## src/rtl/core/tscr_pkg.sv

```systemverilog
package tscr_pkg;

  localparam int SCALE_COEF = 100;
  localparam int RAW_SHIFT  = 3;
  localparam int BYTE_W     = 8;
  localparam int WORD_W     = 2 * BYTE_W;
  localparam int RAW_W      = WORD_W - RAW_SHIFT;
  localparam int DATA_W     = 32;
  localparam int TURN_W     = 2;
  localparam int SCREEN_W   = 16;
  localparam int ADDR_W     = 5;

  // quotient bits resolved per divider stage
  localparam int DIV_STEP   = 2;
  localparam int NUM_BITS   = $clog2((1 << RAW_W) * SCALE_COEF);
  localparam int DIV_STAGES = (NUM_BITS + DIV_STEP - 1) / DIV_STEP;
  localparam int NUM_W      = DIV_STAGES * DIV_STEP;
  localparam int PIPE_DEPTH = DIV_STAGES + 3;

  localparam logic [DATA_W-1:0]   GAIN_RST   = DATA_W'(1);
  localparam logic [DATA_W-1:0]   OFFSET_RST = '0;
  localparam logic [TURN_W-1:0]   TURN_RST   = '0;
  localparam logic [SCREEN_W-1:0] WIDTH_RST  = SCREEN_W'(320);
  localparam logic [SCREEN_W-1:0] HEIGHT_RST = SCREEN_W'(240);

  typedef enum logic [2:0] {
    REG_X_GAIN        = 3'd0,
    REG_Y_GAIN        = 3'd1,
    REG_X_OFFSET      = 3'd2,
    REG_Y_OFFSET      = 3'd3,
    REG_SCREEN_TURN   = 3'd4,
    REG_SCREEN_WIDTH  = 3'd5,
    REG_SCREEN_HEIGHT = 3'd6
  } reg_idx_t;

  typedef enum logic [TURN_W-1:0] {
    TURN_TOP    = 2'd0,
    TURN_RIGHT  = 2'd1,
    TURN_BOTTOM = 2'd2,
    TURN_LEFT   = 2'd3
  } turn_t;

  typedef struct packed {
    logic [NUM_W-1:0]  num;
    logic [NUM_W-1:0]  rem;
    logic [NUM_W-1:0]  quo;
    logic [DATA_W-1:0] dmag;
    logic              neg;
    logic              zero;
  } div_axis_t;

  typedef struct packed {
    logic      pen;
    div_axis_t x;
    div_axis_t y;
  } div_stage_t;

  typedef struct packed {
    logic              pen;
    logic              err;
    logic [DATA_W-1:0] cx;
    logic [DATA_W-1:0] cy;
  } cal_stage_t;

  function automatic div_axis_t div_step(div_axis_t a);
    div_axis_t         r;
    logic [NUM_W:0]    sh;
    logic [DATA_W-1:0] sh_ext;
    logic [DATA_W-1:0] diff;
    logic              ge;
    r = a;
    for (int k = 0; k < DIV_STEP; k++) begin
      sh     = {r.rem, r.num[NUM_W-1]};
      sh_ext = DATA_W'(sh);
      ge     = (sh_ext >= r.dmag);
      diff   = sh_ext - r.dmag;
      r.num  = {r.num[NUM_W-2:0], 1'b0};
      r.rem  = ge ? diff[NUM_W-1:0] : sh[NUM_W-1:0];
      r.quo  = {r.quo[NUM_W-2:0], ge};
    end
    return r;
  endfunction

  function automatic div_axis_t axis_load(logic [BYTE_W-1:0] hi, logic [BYTE_W-1:0] lo,
                                          logic [DATA_W-1:0] gain);
    div_axis_t         r;
    logic [WORD_W-1:0] word;
    logic [RAW_W-1:0]  raw;
    word   = {hi, lo};
    raw    = word[WORD_W-1:RAW_SHIFT];
    r.num  = NUM_W'(raw) * NUM_W'(SCALE_COEF);
    r.rem  = '0;
    r.quo  = '0;
    r.neg  = gain[DATA_W-1];
    r.dmag = gain[DATA_W-1] ? (DATA_W'(0) - gain) : gain;
    r.zero = (gain == '0);
    return r;
  endfunction

  function automatic logic [DATA_W-1:0] axis_finish(div_axis_t a, logic [DATA_W-1:0] offset);
    logic [DATA_W-1:0] q;
    q = DATA_W'(a.quo);
    if (a.neg) q = DATA_W'(0) - q;
    return a.zero ? '0 : (q + offset);
  endfunction

endpackage

```

## src/rtl/core/tscr_in_if.sv

```systemverilog
interface tscr_in_if;
  logic                     valid;
  logic                     ready;
  logic                     pen_down;
  logic [tscr_pkg::BYTE_W-1:0] x_high_byte;
  logic [tscr_pkg::BYTE_W-1:0] x_low_byte;
  logic [tscr_pkg::BYTE_W-1:0] y_high_byte;
  logic [tscr_pkg::BYTE_W-1:0] y_low_byte;

  modport source (output valid, pen_down, x_high_byte, x_low_byte, y_high_byte, y_low_byte,
                  input ready);
  modport sink (input valid, pen_down, x_high_byte, x_low_byte, y_high_byte, y_low_byte,
                output ready);
endinterface

```

## src/rtl/core/tscr_out_if.sv

```systemverilog
interface tscr_out_if;
  logic                               valid;
  logic                               ready;
  logic                               touch_valid;
  logic signed [tscr_pkg::DATA_W-1:0] x_pos;
  logic signed [tscr_pkg::DATA_W-1:0] y_pos;
  logic                               gain_error;

  modport source (output valid, touch_valid, x_pos, y_pos, gain_error, input ready);
  modport sink (input valid, touch_valid, x_pos, y_pos, gain_error, output ready);
endinterface

```

## src/rtl/core/touch_sample_calibrate_rotate_unit.sv

```systemverilog
// touch sample calibration and rotation
//
// in_s carries one touch sample per transfer: pen_down and the two bytes of
// each axis conversion. out_m carries one result per sample, in order:
// touch_valid, x_pos, y_pos and gain_error.
// registers are written over the apb port (gains, offsets, turn, screen size)
// at byte address 4*index; they must only be changed while no sample is in
// flight, a rule for the user that the block itself does not enforce.
//
// the pipeline has one load stage, ten restoring divider stages resolving two
// quotient bits each, one offset stage and one rotation stage that is also
// the output register. throughput is one sample per cycle while out_m.ready
// does not stall the pipeline, set by the fully pipelined divider.
//
// when out_m.ready is low the last stage holds its result; earlier stages keep
// moving until they meet a full stage, so in_s.ready only drops once every
// stage holds a sample.
// reset (rst_n low, synchronous) empties the pipeline and restores the
// register defaults: gains 1, offsets 0, turn top, screen 320 x 240.
module touch_sample_calibrate_rotate_unit (
  input  logic                          clk,
  input  logic                          rst_n,
  tscr_in_if.sink                       in_s,
  tscr_out_if.source                    out_m,
  input  logic                          psel,
  input  logic                          penable,
  input  logic                          pwrite,
  input  logic [tscr_pkg::ADDR_W-1:0]   paddr,
  input  logic [tscr_pkg::DATA_W-1:0]   pwdata,
  output logic [tscr_pkg::DATA_W-1:0]   prdata,
  output logic                          pready
);
  import tscr_pkg::*;

  localparam int LAST = PIPE_DEPTH - 1;
  localparam int CAL  = PIPE_DEPTH - 2;

  logic [DATA_W-1:0]   x_gain_r, y_gain_r, x_offset_r, y_offset_r;
  logic [TURN_W-1:0]   screen_turn_r;
  logic [SCREEN_W-1:0] screen_width_r, screen_height_r;

  logic [2:0] reg_idx;
  logic       wr_en;

  assign pready  = 1'b1;
  assign reg_idx = paddr[ADDR_W-1:2];
  assign wr_en   = psel && penable && pwrite && pready;

  always_ff @(posedge clk) begin
    if (!rst_n) begin
      x_gain_r        <= GAIN_RST;
      y_gain_r        <= GAIN_RST;
      x_offset_r      <= OFFSET_RST;
      y_offset_r      <= OFFSET_RST;
      screen_turn_r   <= TURN_RST;
      screen_width_r  <= WIDTH_RST;
      screen_height_r <= HEIGHT_RST;
    end else if (wr_en) begin
      case (reg_idx)
        REG_X_GAIN:        x_gain_r        <= pwdata;
        REG_Y_GAIN:        y_gain_r        <= pwdata;
        REG_X_OFFSET:      x_offset_r      <= pwdata;
        REG_Y_OFFSET:      y_offset_r      <= pwdata;
        REG_SCREEN_TURN:   screen_turn_r   <= pwdata[TURN_W-1:0];
        REG_SCREEN_WIDTH:  screen_width_r  <= pwdata[SCREEN_W-1:0];
        REG_SCREEN_HEIGHT: screen_height_r <= pwdata[SCREEN_W-1:0];
        default: ;
      endcase
    end
  end

  always_comb begin
    case (reg_idx)
      REG_X_GAIN:        prdata = x_gain_r;
      REG_Y_GAIN:        prdata = y_gain_r;
      REG_X_OFFSET:      prdata = x_offset_r;
      REG_Y_OFFSET:      prdata = y_offset_r;
      REG_SCREEN_TURN:   prdata = DATA_W'(screen_turn_r);
      REG_SCREEN_WIDTH:  prdata = DATA_W'(screen_width_r);
      REG_SCREEN_HEIGHT: prdata = DATA_W'(screen_height_r);
      default:           prdata = '0;
    endcase
  end

  // pipeline control: a stage moves when empty or when the next one moves
  logic [PIPE_DEPTH-1:0] vld_r;
  logic [PIPE_DEPTH-1:0] adv;

  always_comb begin
    adv[LAST] = !vld_r[LAST] || out_m.ready;
    for (int i = LAST - 1; i >= 0; i--) begin
      adv[i] = !vld_r[i] || adv[i+1];
    end
  end

  assign in_s.ready = adv[0];

  always_ff @(posedge clk) begin
    if (!rst_n) begin
      vld_r <= '0;
    end else begin
      if (adv[0]) vld_r[0] <= in_s.valid;
      for (int i = 1; i < PIPE_DEPTH; i++) begin
        if (adv[i]) vld_r[i] <= vld_r[i-1];
      end
    end
  end

  // load stage and divider stages
  div_stage_t div_r [DIV_STAGES+1];

  always_ff @(posedge clk) begin
    if (adv[0]) begin
      div_r[0].pen <= in_s.pen_down;
      div_r[0].x   <= axis_load(in_s.x_high_byte, in_s.x_low_byte, x_gain_r);
      div_r[0].y   <= axis_load(in_s.y_high_byte, in_s.y_low_byte, y_gain_r);
    end
    for (int i = 1; i <= DIV_STAGES; i++) begin
      if (adv[i]) begin
        div_r[i].pen <= div_r[i-1].pen;
        div_r[i].x   <= div_step(div_r[i-1].x);
        div_r[i].y   <= div_step(div_r[i-1].y);
      end
    end
  end

  // sign, zero gain and offset
  cal_stage_t cal_r;

  always_ff @(posedge clk) begin
    if (adv[CAL]) begin
      cal_r.pen <= div_r[DIV_STAGES].pen;
      cal_r.err <= div_r[DIV_STAGES].x.zero || div_r[DIV_STAGES].y.zero;
      cal_r.cx  <= axis_finish(div_r[DIV_STAGES].x, x_offset_r);
      cal_r.cy  <= axis_finish(div_r[DIV_STAGES].y, y_offset_r);
    end
  end

  // rotation into the output register
  logic [DATA_W-1:0] wid_ext, hgt_ext;
  logic [DATA_W-1:0] rx_nxt, ry_nxt;
  logic              tv_r, err_r;
  logic [DATA_W-1:0] rx_r, ry_r;

  assign wid_ext = DATA_W'(screen_width_r);
  assign hgt_ext = DATA_W'(screen_height_r);

  always_comb begin
    unique case (turn_t'(screen_turn_r))
      TURN_RIGHT: begin
        rx_nxt = cal_r.cy;
        ry_nxt = wid_ext - cal_r.cx;
      end
      TURN_BOTTOM: begin
        rx_nxt = wid_ext - cal_r.cx;
        ry_nxt = hgt_ext - cal_r.cy;
      end
      TURN_LEFT: begin
        rx_nxt = hgt_ext - cal_r.cy;
        ry_nxt = cal_r.cx;
      end
      default: begin
        rx_nxt = cal_r.cx;
        ry_nxt = cal_r.cy;
      end
    endcase
  end

  always_ff @(posedge clk) begin
    if (adv[LAST]) begin
      tv_r  <= cal_r.pen;
      err_r <= cal_r.pen && cal_r.err;
      rx_r  <= cal_r.pen ? rx_nxt : '0;
      ry_r  <= cal_r.pen ? ry_nxt : '0;
    end
  end

  assign out_m.valid       = vld_r[LAST];
  assign out_m.touch_valid = tv_r;
  assign out_m.gain_error  = err_r;
  assign out_m.x_pos       = rx_r;
  assign out_m.y_pos       = ry_r;

  a_full_when_blocked: assert property (@(posedge clk) disable iff (!rst_n)
    !in_s.ready |-> (&vld_r))
    else $error("input blocked with an empty stage");

  a_pen_up_zero: assert property (@(posedge clk) disable iff (!rst_n)
    out_m.valid && !out_m.touch_valid |->
      out_m.x_pos == '0 && out_m.y_pos == '0 && !out_m.gain_error)
    else $error("pen up result not cleared");

  a_cal_hold: assert property (@(posedge clk) disable iff (!rst_n)
    vld_r[CAL] && !adv[CAL] |=> vld_r[CAL] && $stable(cal_r))
    else $error("stalled offset stage changed");

  a_out_hold: assert property (@(posedge clk) disable iff (!rst_n)
    out_m.valid && !out_m.ready |=> out_m.valid && $stable(rx_r) && $stable(ry_r))
    else $error("stalled result changed");

endmodule

```

## src/flat_wrapper.sv

```systemverilog
// flat-port wrapper written by rule: the top's interface ports become plain ports
module touch_sample_calibrate_rotate_unit_flat import tscr_pkg::*;
  (clk, rst_n, psel, penable, pwrite, paddr, pwdata, prdata, pready, in_s_valid, in_s_pen_down, in_s_x_high_byte, in_s_x_low_byte, in_s_y_high_byte, in_s_y_low_byte, in_s_ready, out_m_valid, out_m_touch_valid, out_m_x_pos, out_m_y_pos, out_m_gain_error, out_m_ready);
  tscr_in_if in_s_i ();
  tscr_out_if out_m_i ();
  input  logic clk;
  input  logic rst_n;
  input  logic psel;
  input  logic penable;
  input  logic pwrite;
  input  logic [tscr_pkg::ADDR_W-1:0] paddr;
  input  logic [tscr_pkg::DATA_W-1:0] pwdata;
  output logic [tscr_pkg::DATA_W-1:0] prdata;
  output logic pready;
  input wire logic [$bits(in_s_i.valid)-1:0] in_s_valid;
  input wire logic [$bits(in_s_i.pen_down)-1:0] in_s_pen_down;
  input wire logic [$bits(in_s_i.x_high_byte)-1:0] in_s_x_high_byte;
  input wire logic [$bits(in_s_i.x_low_byte)-1:0] in_s_x_low_byte;
  input wire logic [$bits(in_s_i.y_high_byte)-1:0] in_s_y_high_byte;
  input wire logic [$bits(in_s_i.y_low_byte)-1:0] in_s_y_low_byte;
  output wire logic [$bits(in_s_i.ready)-1:0] in_s_ready;
  output wire logic [$bits(out_m_i.valid)-1:0] out_m_valid;
  output wire logic [$bits(out_m_i.touch_valid)-1:0] out_m_touch_valid;
  output wire logic [$bits(out_m_i.x_pos)-1:0] out_m_x_pos;
  output wire logic [$bits(out_m_i.y_pos)-1:0] out_m_y_pos;
  output wire logic [$bits(out_m_i.gain_error)-1:0] out_m_gain_error;
  input wire logic [$bits(out_m_i.ready)-1:0] out_m_ready;
  assign in_s_i.valid = in_s_valid;
  assign in_s_i.pen_down = in_s_pen_down;
  assign in_s_i.x_high_byte = in_s_x_high_byte;
  assign in_s_i.x_low_byte = in_s_x_low_byte;
  assign in_s_i.y_high_byte = in_s_y_high_byte;
  assign in_s_i.y_low_byte = in_s_y_low_byte;
  assign in_s_ready = in_s_i.ready;
  assign out_m_valid = out_m_i.valid;
  assign out_m_touch_valid = out_m_i.touch_valid;
  assign out_m_x_pos = out_m_i.x_pos;
  assign out_m_y_pos = out_m_i.y_pos;
  assign out_m_gain_error = out_m_i.gain_error;
  assign out_m_i.ready = out_m_ready;
  touch_sample_calibrate_rotate_unit u_core (.clk(clk), .rst_n(rst_n), .in_s(in_s_i), .out_m(out_m_i), .psel(psel), .penable(penable), .pwrite(pwrite), .paddr(paddr), .pwdata(pwdata), .prdata(prdata), .pready(pready));
endmodule
```

## config.mk

```make
export PLATFORM = sky130hd
export DESIGN_NAME = touch_sample_calibrate_rotate_unit_flat
export DESIGN_NICKNAME = d
export VERILOG_FILES = /design/src/rtl/core/tscr_pkg.sv /design/src/rtl/core/tscr_in_if.sv /design/src/rtl/core/tscr_out_if.sv /design/src/rtl/core/touch_sample_calibrate_rotate_unit.sv /design/src/flat_wrapper.sv
export SDC_FILE = /design/constraint.sdc
export NUM_CORES = 2
export LEC_CHECK = 0
export BUFFER_PORTS_ARGS = -buffer_cell sky130_fd_sc_hd__buf_2
export CAP_MARGIN = 20
export CORE_MARGIN = 10
export CORE_UTILIZATION = 35
export CTS_BUF_LIST = sky130_fd_sc_hd__clkbuf_4 sky130_fd_sc_hd__clkbuf_8
export CTS_CLUSTER_DIAMETER = 200
export DETAILED_ROUTE_END_ITERATION = 10
export SYNTH_ARGS = -nofsm -noshare
export SYNTH_HDL_FRONTEND = slang
export SYNTH_SLANG_ARGS = --single-unit
```

## constraint.sdc

```tcl
create_clock -name clk -period 20.6 [get_ports clk]
set_clock_uncertainty 0.2 [all_clocks]
set_input_delay 2.06 -clock clk [delete_from_list [all_inputs] [get_ports clk]]
set_output_delay 2.06 -clock clk [all_outputs]
set_load 0.05 [all_outputs]
```

==> results.txt <==
The run finished with clean final reports. Adding up every negative setup slack in the final design gives 0 ns. After synthesis the cells add up to 111000 sq um. Setup repair after global routing left no endpoint under its margin. The number of warning messages in the yosys log is 0. The height of the die came out at 583 um.

The clock net in this run drives a total of 1762 sinks. Counting flops with an async set or reset pin after synthesis yields a share of 0%. The die area came out at 340000 sq um. The detailed-router iteration count before antenna repair came out at 7. The delay of the slowest critical-path stage came out at 0.40 ns. The final max-slew violation count was 0. Counting flops with a built-in enable in the synthesized netlist gives 1587.

In this run the worst path has a maximum fanout of 9. The number of buffers inserted to repair setup after CTS is 0. The count of endpoints failing setup in the final report came out at 0. The number of violations of the max-capacitance limit is 0.

The clock root buffer master is clkbuf_8. The highest achievable clock rate came out at 0.131 GHz. The cell with the most instances after synthesis is edfxtp_1. In the synthesized netlist, the cells that appear most often are 1587 x edfxtp_1, 983 x ha_1, 939 x nand2_1, 783 x inv_1, 738 x a21oi_1.

The clock latency on the worst-skew pair came out at 1.03 ns. The dominant cell type by area after synthesis is edfxtp_1. The number of global-route vias before repair came out at 74800. The maximum level of the CTS H-tree came out at 5. The number of gates given a new drive strength after cts is 0. Clock-pin slew was measured on the worst setup and hold paths at 0.07 ns. The smallest clock period supported by the final layout is computed as 7.65 ns. Summed over all layers, the global routing overflow is 0. The number of DRC violations after detailed routing came out at 0.

Relative to the synthesized area, the layout overhead comes to 11.1%. The initial core utilization is 35.2%. The share of Yosys cell area claimed by the top area cell type is 42.9%.

The final net count is 11900. For the pin with the worst max-slew slack, the measured transition is 1.26 ns. Synthesis inferred 1762 register bits. The horizontal die dimension came out at 583 um. The count of nets left with antenna violations once routing finished came out at 0.

The core footprint is 315000 sq um. The final weighted congestion in routability-driven placement came out at 0.906. The largest net degree at the start of global routing is 90.

The count of endpoints failing hold in the final timing report is 0. The path class of the tightest hold or removal check is reg2reg. The first-pass GRT wire length is 432000 um. The share of final-layout standard cells stronger than drive strength 1 came out at 11.8%. The critical setup path kind is in2out.

Counting along the longest clock path gives a buffer depth of 4. The required time reported for the critical path endpoint is 18.34 ns. The worst setup path is launched from a primary input. Walking the worst path, the cells encountered are buf_2 > nor2b_1 > inv_2 > nor2_1 > and2_1 > and3_1 > and2_1 > and3_1 > and2_1 > nand2_4 > buf_2. The post-synthesis sequential area ratio came out at 46.1%.

Headroom to the max-slew limit came out at 15.6%. The final critical-path share of the clock period came out at 37.1%. The gate count of the mapped netlist came out at 10500. The number of hold buffers added after cts came out at 0. The number of port buffers is 168. The net count of the mapped netlist is 11600. The number of antenna violations at the first check in global routing is 14. Ranked by total cell area, the synthesized netlist is headed by edfxtp_1 43%, ha_1 11%, xnor2_1 4.1%. After detailed routing, the average wire length per cell comes to 18.5 um. Row generation in the floorplan step produced 206 rows. The clock tree from TritonCTS is done. The number of top-level pins is 178. The endpoint kind of the worst setup timing path is an output port.

The number of distinct standard cells referenced by the synthesized netlist is 96. The total routed wirelength came out at 281000 um. The critical-path cell with the highest stage delay is and2_1. The synthesized area per cell came out at 10.6 sq um. The number of vias after detailed routing came out at 78500. The vias per cell is 5.18.

The cell that appears most often on the critical path is and2_1. TritonCTS created 308 clock buffers. In the synthesized netlist the dominant register cell turns out to be edfxtp_1. Counting the fill cells in the layout gives 30700. The estimated wirelength of the detail-placed design is 218000 um. The overall track demand over capacity in global routing came out at 15.8%. The slack of the worst reg-to-reg path is 12.97 ns.

After the first detailed-routing iteration, the DRC count stood at 5995. The arrival time at the worst endpoint is 5.39 ns.
-- path summary, 6_finish.rpt --
kind | startpoint | to | depth (start not counted)
setup reg to reg | u_core.div_r[3][183] | u_core.div_r[3][344] | 23
setup / recovery | out_m_ready | in_s_ready | 11
hold reg to reg | u_core.div_r[1][126] | u_core.div_r[1][313] | 0
hold / removal | u_core.div_r[1][126] | u_core.div_r[1][313] | 0
-- cell families after synthesis --
kind of cell             share of synthesized area [%]
buffers and inverters                             3.52
XOR/XNOR                                          6.32
AO/OA/AOI/OAI                                     16.0
multiplexers                                      4.72
flip-flops                                        46.1
other                                          0.00338
AND/OR/NAND/NOR                                   11.3
adder cells (fa/ha/maj)                           12.1
-- state kept, by name, indices dropped and copies added, names as in the netlist --
name                      count
u_core.out_m.touch_valid      1
u_core.vld_r                 13
u_core.x_gain_r              32
u_core.cal_r                 66
u_core.out_m.gain_error       1
u_core.x_offset_r            32
u_core.div_r               1455
u_core.out_m.y_pos           32
u_core.out_m.x_pos           32
u_core.screen_width_r        16
u_core.y_gain_r              32
u_core.screen_height_r       16
u_core.y_offset_r            32
u_core.screen_turn_r          2
-- cell usage in the layout (no fill, tap or decap), types with 47 or more instances in the layout --
master / n
or3_1: 48
ha_1: 983
nand4_1: 108
xnor2_1: 520
a21o_1: 412
o31ai_1: 84
nor3_1: 194
nand2_1: 934
edfxtp_1: 1587
mux2_2: 379
o211ai_1: 47
inv_1: 775
clkbuf_4: 105
xor2_1: 281
nand2b_1: 107
a21oi_1: 731
buf_4: 80
fa_1: 56
nor4_1: 74
a31oi_1: 90
and2_1: 59
nor2b_1: 128
clkbuf_8: 324
o21a_1: 105
and3_1: 85
a211oi_1: 47
dfxtp_1: 173
o21bai_1: 103
nand3_1: 188
a21boi_0: 177
nor2_1: 531
buf_2: 167
or2_2: 52
o21ai_0: 571
-- metal layers --
metal | share of wire (%) | vias up | GRT usage (%)
li1 | - | 39400 | -
met1 | 47 | 36900 | 22.1
met2 | 45 | 1809 | 25.1
met3 | 5.2 | 417 | 2.32
met4 | 3.0 | 6 | 4.80
met5 | 0.012 | - | 0
-- final cells by class --
cell class,count,area [sq um],share of cell area (%)
diodes,13,32.5,0.0264
repair buffers,251,1490,1.21
clock buffers,428,5240,4.25
clock inverters,115,1080,0.877
inverters,790,3000,2.43
well taps,4160,5200,4.22
flip-flops and latches,1762,51200,41.5
multi-input cells,7653,56100,45.5
-- critical path: cells and delay by family --
family                 cells  cell delay (ns)
buffers and inverters      3             0.49
AND/OR/NAND/NOR            8             2.80
-- stage by stage --
stage          setup slack, ns  util (%)  std cells  area [sq um]  hold WS [ns]
2_1_floorplan            11.12         -      10500        111000         0.200
3_3_place_gp             12.90      37.1      14600        117000         0.201
3_5_place_dp             12.89      37.1      14600        117000         0.205
4_1_cts                  12.87      39.1      15200        123000         0.173
5_1_grt                  12.31      39.1      15200        123000         0.186
6_report                 12.95      39.1      15200        123000         0.169
Power is left out: the tool's default activity adds up to more than one toggle a clock period on the data nets, which glitch-free logic cannot reach.
